<file path="src/hdl/ocu_pkg.sv">
// Shared types, constants and the arctangent table for the orbit camera update unit.
// No dependencies; every other file of the unit imports this package.
`default_nettype none

package ocu_pkg;

    localparam int CORDIC_STAGES_DEF = 20;

    localparam int VEC_W   = 48;
    localparam int ANG_W   = 34;
    localparam int SC_W    = 34;
    localparam int WANG_W  = 38;
    localparam int RAD_W   = 36;
    localparam int STEP_W  = 36;
    localparam int ZOOM_W  = 28;
    localparam int KEY_W   = 6;
    localparam int COORD_W = 32;
    localparam int DT_W    = 17;
    localparam int RLIM_W  = 31;
    localparam int PLIM_W  = 18;
    localparam int ROT_W   = 21;
    localparam int ZSPD_W  = 27;
    localparam int CIDX_W  = 3;
    localparam int CDAT_W  = 32;

    typedef logic signed [VEC_W-1:0]   t_vec;
    typedef logic signed [ANG_W-1:0]   t_ang;
    typedef logic signed [SC_W-1:0]    t_sc;
    typedef logic signed [WANG_W-1:0]  t_wang;
    typedef logic signed [RAD_W-1:0]   t_rad;
    typedef logic signed [COORD_W-1:0] t_coord;

    localparam logic [29:0] GAIN_K      = 30'h26DD3B6A;
    localparam t_ang        HALF_PI_Q30 = 34'sd1686629713;
    localparam longint      PI_L        = 64'sd3373259426;
    localparam longint      TWO_PI_L    = 64'sd6746518852;

    typedef enum logic [CIDX_W-1:0] {
        CFG_ROT_SPEED  = 3'd0,
        CFG_ZOOM_SPEED = 3'd1,
        CFG_PITCH_LO   = 3'd2,
        CFG_PITCH_HI   = 3'd3,
        CFG_RADIUS_LO  = 3'd4,
        CFG_RADIUS_HI  = 3'd5
    } t_cfg_idx;

    typedef struct packed {
        logic [ROT_W-1:0]         rotation_speed;
        logic [ZSPD_W-1:0]        zoom_speed;
        logic signed [PLIM_W-1:0] pitch_lower;
        logic signed [PLIM_W-1:0] pitch_upper;
        logic [RLIM_W-1:0]        radius_lower;
        logic [RLIM_W-1:0]        radius_upper;
    } t_cfg;

    localparam t_cfg CFG_RESET = '{
        rotation_speed: 21'd98304,
        zoom_speed:     27'd9830400,
        pitch_lower:    -18'sd101797,
        pitch_upper:    18'sd101797,
        radius_lower:   31'd131072,
        radius_upper:   31'd131072000
    };

    function automatic t_ang atan_q30(input int idx);
        t_ang v;
        unique case (idx)
            0:  v = 34'sh3243F6A8;
            1:  v = 34'sh1DAC6705;
            2:  v = 34'sh0FADBAFC;
            3:  v = 34'sh07F56EA6;
            4:  v = 34'sh03FEAB76;
            5:  v = 34'sh01FFD55B;
            6:  v = 34'sh00FFFAAA;
            7:  v = 34'sh007FFF55;
            8:  v = 34'sh003FFFEA;
            9:  v = 34'sh001FFFFD;
            10: v = 34'sh000FFFFF;
            11: v = 34'sh0007FFFF;
            12: v = 34'sh0003FFFF;
            13: v = 34'sh0001FFFF;
            14: v = 34'sh0000FFFF;
            15: v = 34'sh00007FFF;
            16: v = 34'sh00003FFF;
            17: v = 34'sh00001FFF;
            18: v = 34'sh00000FFF;
            19: v = 34'sh000007FF;
            20: v = 34'sh000003FF;
            21: v = 34'sh000001FF;
            22: v = 34'sh000000FF;
            23: v = 34'sh0000007F;
            24: v = 34'sh0000003F;
            25: v = 34'sh0000001F;
            26: v = 34'sh0000000F;
            27: v = 34'sh00000008;
            28: v = 34'sh00000004;
            29: v = 34'sh00000002;
            30: v = 34'sh00000001;
            default: v = '0;
        endcase
        return v;
    endfunction

endpackage

`default_nettype wire

</file>
<file path="src/hdl/ocu_adjust.sv">
// Key steps, pitch and radius clamps and yaw reduction to [-pi, pi], five stages.
// Depends on ocu_pkg.
`default_nettype none

module ocu_adjust #(
    parameter int SB_W = 1
) (
    input  logic                         i_clk,
    input  logic                         i_rst_n,
    input  logic                         i_en,
    input  logic                         i_valid,
    input  ocu_pkg::t_ang                i_yaw,
    input  ocu_pkg::t_ang                i_pitch,
    input  ocu_pkg::t_vec                i_r24,
    input  logic [ocu_pkg::STEP_W-1:0]   i_step,
    input  logic [ocu_pkg::ZOOM_W-1:0]   i_zoom,
    input  logic [ocu_pkg::KEY_W-1:0]    i_keys,
    input  ocu_pkg::t_cfg                i_cfg,
    input  logic [SB_W-1:0]              i_sb,
    output logic                         o_valid,
    output ocu_pkg::t_ang                o_yaw,
    output ocu_pkg::t_ang                o_pitch,
    output logic [ocu_pkg::RLIM_W-1:0]   o_radius,
    output logic [SB_W-1:0]              o_sb
);
    import ocu_pkg::*;

    localparam int MAG_W = WANG_W - 1;
    localparam logic [MAG_W-1:0] TP1 = MAG_W'(TWO_PI_L);
    localparam logic [MAG_W-1:0] TP2 = MAG_W'(TWO_PI_L * 2);
    localparam logic [MAG_W-1:0] TP4 = MAG_W'(TWO_PI_L * 4);
    localparam logic [MAG_W-1:0] TP8 = MAG_W'(TWO_PI_L * 8);
    localparam t_wang PI_W  = WANG_W'(PI_L);
    localparam t_wang TPI_W = WANG_W'(TWO_PI_L);

    logic [4:0] r_vld;

    t_wang r_a_yaw, r_a_pitch;
    t_rad  r_a_rad;
    logic [SB_W-1:0] r_a_sb, r_b_sb, r_c_sb, r_d_sb, r_e_sb;

    logic [MAG_W-1:0] r_b_mag, r_c_mag, r_d_mag;
    logic             r_b_neg, r_c_neg, r_d_neg;
    t_ang             r_b_pitch, r_c_pitch, r_d_pitch, r_e_pitch;
    logic [RLIM_W-1:0] r_b_rad, r_c_rad, r_d_rad, r_e_rad;
    t_ang             r_e_yaw;

    t_wang n_yaw, n_pitch, n_plo, n_phi, n_pcl, n_fold;
    t_rad  n_rad, n_rcl, n_rlo, n_rhi;
    t_vec  n_rr;
    t_wang n_step;
    logic [MAG_W-1:0] n_c_mag, n_d_mag;

    always_comb begin
        n_step = WANG_W'(i_step);
        n_yaw  = WANG_W'(i_yaw);
        n_pitch = WANG_W'(i_pitch);
        n_rr   = (i_r24 + t_vec'(128)) >>> 8;
        n_rad  = RAD_W'(n_rr);
        if (i_keys[0]) n_yaw = n_yaw - n_step;
        if (i_keys[1]) n_yaw = n_yaw + n_step;
        if (i_keys[2]) n_pitch = n_pitch + n_step;
        if (i_keys[3]) n_pitch = n_pitch - n_step;
        if (i_keys[4]) n_rad = n_rad - RAD_W'(i_zoom);
        if (i_keys[5]) n_rad = n_rad + RAD_W'(i_zoom);
    end

    always_comb begin
        n_plo = WANG_W'($signed({i_cfg.pitch_lower, 14'b0}));
        n_phi = WANG_W'($signed({i_cfg.pitch_upper, 14'b0}));
        n_rlo = $signed(RAD_W'(i_cfg.radius_lower));
        n_rhi = $signed(RAD_W'(i_cfg.radius_upper));
        n_pcl = r_a_pitch;
        if (n_pcl < n_plo) n_pcl = n_plo;
        if (n_pcl > n_phi) n_pcl = n_phi;
        n_rcl = r_a_rad;
        if (n_rcl < n_rlo) n_rcl = n_rlo;
        if (n_rcl > n_rhi) n_rcl = n_rhi;
    end

    always_comb begin
        n_c_mag = r_b_mag;
        if (n_c_mag >= TP8) n_c_mag = n_c_mag - TP8;
        if (n_c_mag >= TP4) n_c_mag = n_c_mag - TP4;
        n_d_mag = r_c_mag;
        if (n_d_mag >= TP2) n_d_mag = n_d_mag - TP2;
        if (n_d_mag >= TP1) n_d_mag = n_d_mag - TP1;
        n_fold = r_d_neg ? -t_wang'({1'b0, r_d_mag}) : t_wang'({1'b0, r_d_mag});
        if (n_fold > PI_W) n_fold = n_fold - TPI_W;
        if (n_fold < -PI_W) n_fold = n_fold + TPI_W;
    end

    always_ff @(posedge i_clk) begin
        if (!i_rst_n) begin
            r_vld <= '0;
        end else if (i_en) begin
            r_vld <= {r_vld[3:0], i_valid};
        end
    end

    always_ff @(posedge i_clk) begin
        if (i_en) begin
            r_a_yaw   <= n_yaw;
            r_a_pitch <= n_pitch;
            r_a_rad   <= n_rad;
            r_a_sb    <= i_sb;

            r_b_neg   <= r_a_yaw[WANG_W-1];
            r_b_mag   <= r_a_yaw[WANG_W-1] ? MAG_W'(-r_a_yaw) : MAG_W'(r_a_yaw);
            r_b_pitch <= ANG_W'(n_pcl);
            r_b_rad   <= RLIM_W'(n_rcl);
            r_b_sb    <= r_a_sb;

            r_c_mag   <= n_c_mag;
            r_c_neg   <= r_b_neg;
            r_c_pitch <= r_b_pitch;
            r_c_rad   <= r_b_rad;
            r_c_sb    <= r_b_sb;

            r_d_mag   <= n_d_mag;
            r_d_neg   <= r_c_neg;
            r_d_pitch <= r_c_pitch;
            r_d_rad   <= r_c_rad;
            r_d_sb    <= r_c_sb;

            r_e_yaw   <= ANG_W'(n_fold);
            r_e_pitch <= r_d_pitch;
            r_e_rad   <= r_d_rad;
            r_e_sb    <= r_d_sb;
        end
    end

    assign o_valid  = r_vld[4];
    assign o_yaw    = r_e_yaw;
    assign o_pitch  = r_e_pitch;
    assign o_radius = r_e_rad;
    assign o_sb     = r_e_sb;

endmodule

`default_nettype wire

</file>
<file path="config.mk">
export PLATFORM = sky130hd
export DESIGN_NAME = ocu_adjust
export DESIGN_NICKNAME = d
export VERILOG_FILES = /design/src/hdl/ocu_pkg.sv /design/src/hdl/ocu_adjust.sv
export SDC_FILE = /design/constraint.sdc
export NUM_CORES = 2
export LEC_CHECK = 0
export BUFFER_PORTS_ARGS = -buffer_cell sky130_fd_sc_hd__buf_2
export CAP_MARGIN = 20
export CORE_ASPECT_RATIO = 0.7
export CORE_MARGIN = 1.5
export CORE_UTILIZATION = 43
export CTS_BUF_LIST = sky130_fd_sc_hd__clkbuf_4 sky130_fd_sc_hd__clkbuf_8
export DETAILED_ROUTE_END_ITERATION = 10
export HOLD_SLACK_MARGIN = 0.05
export PLACE_DENSITY_LB_ADDON = 0.2
export SLEW_MARGIN = 0
export SYNTH_ARGS = -nofsm -noshare
export SYNTH_HDL_FRONTEND = slang
export SYNTH_SLANG_ARGS = --single-unit
</file>
<file path="constraint.sdc">
create_clock -name i_clk -period 7.3 [get_ports i_clk]
set_input_delay 0.73 -clock i_clk [delete_from_list [all_inputs] [get_ports i_clk]]
set_output_delay 0.73 -clock i_clk [all_outputs]
set_load 0.005 [all_outputs]
</file>
# Word-level counts from Yosys, hierarchy flattened
# Cells that the tools add are included.
dict set report word_totals {
  latch_bits 0
  romBits 0
  n_memories 0
  ff_bits 530
  inputBits 337
  ram_bits 0
  word_cells 68
}
dict set report op_classes {
  shifts 0
  n_eq_ne 0
  n_div 0
  n_mul 0
  bitwise_logic 0
  addsub 15
  n_reduce_logical 0
  mux 18
  n_lt_le_gt_ge 10
}
# cell n
set ops {}
lappend ops {{2-to-1 mux 38 bit} 7}
lappend ops {{2-to-1 mux 37 bit} 5}
lappend ops {{2-to-1 mux 36 bit} 3}
lappend ops {{2-to-1 mux 34 bit} 2}
lappend ops {{adder 44 x 9 -> 44 bit, second input constant} 1}
lappend ops {{adder 34 x 37 -> 38 bit} 1}
lappend ops {{adder 38 x 37 -> 38 bit} 1}
lappend ops {{> comparator 38 x 32 -> 1 bit} 1}
lappend ops {{> comparator 38 x 33 -> 1 bit, second input constant} 1}
lappend ops {{< comparator 38 x 32 -> 1 bit} 1}
lappend ops {{< comparator 38 x 33 -> 1 bit, second input constant} 1}
lappend ops {{negator 37 -> 38 bit} 1}
lappend ops {{subtractor 34 x 37 -> 38 bit} 1}
lappend ops {{subtractor 38 x 34 -> 38 bit, second input constant} 1}
lappend ops {{subtractor 38 x 37 -> 38 bit} 1}
lappend ops {{>= comparator 37 x 33 -> 1 bit, second input constant} 1}
lappend ops {{>= comparator 37 x 34 -> 1 bit, second input constant} 1}
lappend ops {{>= comparator 37 x 35 -> 1 bit, second input constant} 1}
lappend ops {{>= comparator 37 x 36 -> 1 bit, second input constant} 1}
lappend ops {{negator 37 bit} 1}
lappend ops {{subtractor 37 x 33 -> 37 bit, second input constant} 1}
lappend ops {{subtractor 37 x 34 -> 37 bit, second input constant} 1}
lappend ops {{subtractor 37 x 35 -> 37 bit, second input constant} 1}
lappend ops {{subtractor 37 x 36 -> 37 bit, second input constant} 1}
lappend ops {{other kinds (6)} 6}

# Logic depth before layout (Yosys ltp)
dict set report depth {
  depth_word 6
  depth_mapped 36
}

# Worst setup path after synthesis
# No wires, ideal clock.
dict set report synth_path {
  path_kind {input-to-reg}
  from {in i_cfg[32] (netlist name)}
  to {reg r_b_rad[10] (data pin)}
  path_stages 35
  slack_ns 0.521
  arrival_time_ns 6.519
  path_buffers 3
  path_cell_list {inv_1 -> ha_1 -> a21o_1 -> a21o_1 -> a21o_1 -> a21o_1 -> a21o_1 -> a21o_1 -> a21o_1 -> a211oi_1 -> o21bai_1 -> a31oi_1 -> o21ai_0 -> a221oi_1 -> o211ai_1 -> nand2_1 -> ha_1 -> clkbuf_1 -> clkbuf_1 -> mux2_2 -> ha_1 -> a21o_1 -> a21oi_1 -> nor2b_1 -> o21ai_0 -> nand2b_1 -> a21oi_1 -> nor2b_1 -> o21ai_0 -> nand2_1 -> a221oi_1 -> o31ai_1 -> nand2_1 -> buf_1 -> mux2_2}
}
dict set report synth_via {
  elab_chain_len 4
}
# item line
set synth_rtl {}
lappend synth_rtl {{from (decl)} ocu_adjust.sv:18} ;# input ocu_pkg::t_cfg i_cfg,
lappend synth_rtl {{< comparator 36 x 32 -> 1 bit} ocu_adjust.sv:77} ;# if (n_rcl < n_rlo) n_rcl = n_rlo;
lappend synth_rtl {{2-to-1 mux 36 bit *} ocu_adjust.sv:77}
lappend synth_rtl {{> comparator 36 x 32 -> 1 bit} ocu_adjust.sv:78} ;# if (n_rcl > n_rhi) n_rcl = n_rhi;
lappend synth_rtl {{2-to-1 mux 31 bit *} ocu_adjust.sv:78}
lappend synth_rtl {{via n_rcl[10]} ocu_adjust.sv:49} ;# t_rad n_rad, n_rcl, n_rlo, n_rhi;
lappend synth_rtl {{to (signal assigned)} ocu_adjust.sv:111} ;# r_b_rad <= RLIM_W'(n_rcl);
lappend synth_rtl {{to (decl)} ocu_adjust.sv:45} ;# logic [RLIM_W-1:0] r_b_rad, r_c_rad, r_d_rad, r_e_rad;
# Mark *: on every way through the listed nets, which the timed path passes. The rest lies on a longest branch.
# A chain may end at the register's enable or synchronous reset.

# Final worst setup path
dict set report layout_path {
  from {reg r_d_mag[6]}
  to {reg r_e_yaw[18] (netlist: o_yaw[18]) (data pin)}
}
dict set report layout_via {
  elab_chain_len 6
}
# item line
set layout_rtl {}
lappend layout_rtl {{from (decl)} ocu_adjust.sv:42} ;# logic [MAG_W-1:0] r_b_mag, r_c_mag, r_d_mag;
lappend layout_rtl {{from (signal assigned)} ocu_adjust.sv:120} ;# r_d_mag <= n_d_mag;
lappend layout_rtl {{negator 37 -> 38 bit} ocu_adjust.sv:88} ;# n_fold = r_d_neg ? -t_wang'({1'b0, r_d_mag}) : t_wang'({1'b0, r_d_mag});
lappend layout_rtl {{2-to-1 mux 38 bit *} ocu_adjust.sv:88}
lappend layout_rtl {{subtractor 38 x 34 -> 38 bit or > comparator 38 x 33 -> 1 bit (tied branches)} ocu_adjust.sv:89} ;# if (n_fold > PI_W) n_fold = n_fold - TPI_W;
lappend layout_rtl {{2-to-1 mux 38 bit *} ocu_adjust.sv:89}
lappend layout_rtl {{adder 34 bit or < comparator 38 x 33 -> 1 bit (tied branches)} ocu_adjust.sv:90} ;# if (n_fold < -PI_W) n_fold = n_fold + TPI_W;
lappend layout_rtl {{2-to-1 mux 34 bit *} ocu_adjust.sv:90}
lappend layout_rtl {{via n_fold[18]} ocu_adjust.sv:48} ;# t_wang n_yaw, n_pitch, n_plo, n_phi, n_pcl, n_fold;
lappend layout_rtl {{to (signal assigned)} ocu_adjust.sv:126} ;# r_e_yaw <= ANG_W'(n_fold);
lappend layout_rtl {{to (decl)} ocu_adjust.sv:46} ;# t_ang r_e_yaw;
# Marks and branches as above.

==> flow_summary.toml <==
[die]
ios = 438
dieArea_sq_um = 99000
start_util_pct = 43.4
rows = 95
die_w_microns = 376
die_y_microns = 264
core_area_sq_um = 96200

[worst_setup_path]
crit_slowest_cell = "nor4_2"
path_delay_family = "simple AND/OR/NAND/NOR gates"
cp-end-kind = "flip-flop"
r2r_cells = 20
crit_type = "reg -> reg"
critical_path.startpoint_type = "flip-flop"
cpPeakStageDelay_ns = 0.82
crit_cells = 20
rr_endpoint = "o_yaw[18]"
startpoint = "r_d_mag[6]"
required_ns = 7.84
cp-endpoint = "o_yaw[18]"
crit_chain = "or4_4, nor4_2, nand2_1, o31ai_1, xor2_1, nand4_1, or4_4, nand3_1, mux2i_1, ha_1, nand2_1, o21a_1, nor2_1, or3_1, nand4b_1, o211ai_2, o21ai_2, buf_4, nand3_1, xnor2_1"
worst-path-buf-inv = 1
worstReg2RegStart = "r_d_mag[6]"
rrSetupSlack_ns = 0.69
cp_data_arrival_time_ns = 7.15
crit_fanout = 13

[pwr]
power_mw = 14.9
p_leak_nw = 19.3
ir_drop_v = 0.000177
cellPowerDensity_nw_per_um2 = 317

[clocking]
cts_root_buf = "clkbuf_8"
cts_hold_buf = 1
clk_latency_ns = 0.78
clk_pin_slew_ns = 0.06
cts_resized = 0
clockBufferDepth = 3
h-tree-depth = 3
numCtsBuffers = 88
cts_setup_buffers = 0
cts_tree = "built"
cts.sinks = 530

[route]
routed_wl_microns = 114000
drt_iter0_drc = 3261
wl_per_cell_microns = 18.8
viasPerCell = 5.57
num_vias = 33677
ant_nets = 0
first_pass_iters = 5
drc = 0

[run_status]
status = "finished, final reports clean"

[flow_run]
maxCapViolCount = 0

[cells_and_area]
drive_above_1_share_pct = 17.7
final_common_cell = "edfxtp_1"
layout_common_cells = "525 x edfxtp_1, 377 x buf_2, 337 x xnor2_1, 323 x ha_1, 316 x nor2_1"
nets = 5373
area_growth_pct = 12.6

[grt]
use_met2_pct = 30.8
first_global_vias = 30768
antenna_found_initial = 14
overflow = 0
grt_max_degree = 165
grt_pass1_wl_microns = 176000
busiest_layer = "met1"
grt_use_met1_pct = 35.8
track_usage_pct = 22.5
grtUsageMet3_pct = 4.08

[yosys]
synth_nets = 4996
ys_seq_area_share_pct = 38.0
dominantRegCellSynth = "edfxtp_1"
synth.lib_cells_used.distinct = 102
synthCells = 4330
ys_ff_latch = 530
async_flop_share_pct = 0
synth_edf_count = 525
synth_area_sq_um = 41800
avgSynthCellArea_sq_um = 9.65
yosys_warnings = 0

[timing]
tightest_slew_ns = 1.06
fin_ws_ns = 0.693
holdWs_ns = 0.233
tns_ns = 0
rsz0062_at_grt = "no"
fmax_mhz = 151
fin_crit_ns = 6.61
slew_viol_final = 0
relSlewSlack_pct = 28.8
period_share_pct = 90.5
fin_worst_skew_ns = 0.0495
hold_violations = 0
setup_viol = 0

[hold_path]
worstHoldPathType = "in -> reg"

[placement]
dp_hpwl_microns = 90100
place_congestion = 0.984
io_buffer_count = 378
pre_cts_ws_ns = 0.356
==> state kept, by name (all words and copies together), names as in the netlist, 34 cells and up <==
register	cells
r_a_pitch	38
r_c_mag	37
o_yaw	34
r_d_mag	37
r_b_pitch	34
r_a_rad	36
r_b_mag	37
r_d_pitch	34
r_c_pitch	34
o_pitch	34
r_a_yaw	38
==> Yosys cell counts, drive strengths merged, types with 11 or more instances <==
| master | number | area share [%] |
|---|---|---|
| o21bai | 35 | 0.63 |
| inv | 262 | 2.4 |
| a31oi | 47 | 0.72 |
| a21oi | 304 | 3.7 |
| nor4 | 45 | 0.76 |
| a41oi | 12 | 0.25 |
| or4 | 31 | 0.59 |
| ha | 323 | 9.7 |
| nor2 | 316 | 2.8 |
| nor3 | 86 | 1.1 |
| edfxtp | 525 | 38 |
| o31ai | 42 | 0.75 |
| o211ai | 41 | 0.76 |
| nand2b | 53 | 0.79 |
| a211o | 13 | 0.27 |
| nand3b | 15 | 0.27 |
| o22ai | 11 | 0.16 |
| mux2i | 30 | 0.72 |
| o21ai | 223 | 2.7 |
| xor2 | 146 | 3.1 |
| nor2b | 56 | 0.84 |
| or2 | 37 | 0.55 |
| o21a | 43 | 0.79 |
| or3 | 50 | 0.76 |
| o41ai | 15 | 0.37 |
| and2 | 41 | 0.61 |
| nand4 | 56 | 0.84 |
| nand3 | 106 | 1.3 |
| mux2 | 179 | 4.8 |
| a31o | 13 | 0.27 |
| a21boi | 12 | 0.22 |
| clkbuf | 109 | 0.98 |
| and3 | 41 | 0.61 |
| a21o | 139 | 2.5 |
| nand2 | 301 | 2.7 |
| buf | 37 | 0.46 |
| xnor2 | 338 | 7.1 |
| a211oi | 31 | 0.57 |
==> cell type report <==
cell class	instances	area, sq um
Antenna cell	7	17.5
Clock inverter	56	529
Inverter	264	991
Multi-Input combinational cell	3390	24300
Sequential cell	530	15900
Clock buffer	105	1340
Tap cell	1261	1580
Fill cell	8949	49100
Timing Repair Buffer	433	2380
==> layer usage <==
metal	wire length [microns]	up-vias
li1	-	16828
met1	58800	15651
met2	45100	1060
met3	7810	130
met4	2210	8
met5	39	-
==> how the worst min path moves through the flow <==
| stage | from | end | slack, ns | cells after the start |
|---|---|---|---|---|
| final | i_rst_n | r_vld[0] | 0.23 | 2 |
| after global routing | i_rst_n | r_vld[1] | 0.21 | 2 |
| after global placement | r_c_rad[14] | r_d_rad[14] | 0.40 | 0 |
| after floorplan | r_d_pitch[0] | o_pitch[0] | 0.40 | 0 |
| after CTS | i_valid | r_vld[0] | 0.13 | 3 |
| after detailed placement | r_d_pitch[2] | o_pitch[2] | 0.40 | 0 |
==> where the power goes <==
part	internal [mW]	switching [mW]	leakage, nW
logic	2.92	4.12	13.1
clock network	1.50	1.32	0.968
registers	4.39	0.643	5.20
total	8.81	6.09	19.3
==> through the flow <==
step	util (%)	cells	area, sq um
final	48.9	6046	47100
after global routing	48.9	6046	47100
after CTS	48.8	6036	47000
after detailed placement	46.9	5874	45100
after global placement	46.9	5874	45100
after floorplan	-	4330	41800
==> cells by family after synthesis <==
kind of cell / Yosys count / share of synthesized area, %
adder cells (fa/ha/maj): 329 / 9.96
XOR/XNOR: 484 / 10.2
multiplexers: 209 / 5.54
AND/OR/NAND/NOR: 1285 / 15.6
AO/OA/AOI/OAI: 1083 / 16.9
flip-flops: 530 / 38.0
buffers and inverters: 410 / 3.82
No activity file was read; power rests on OpenSTA's default activity.
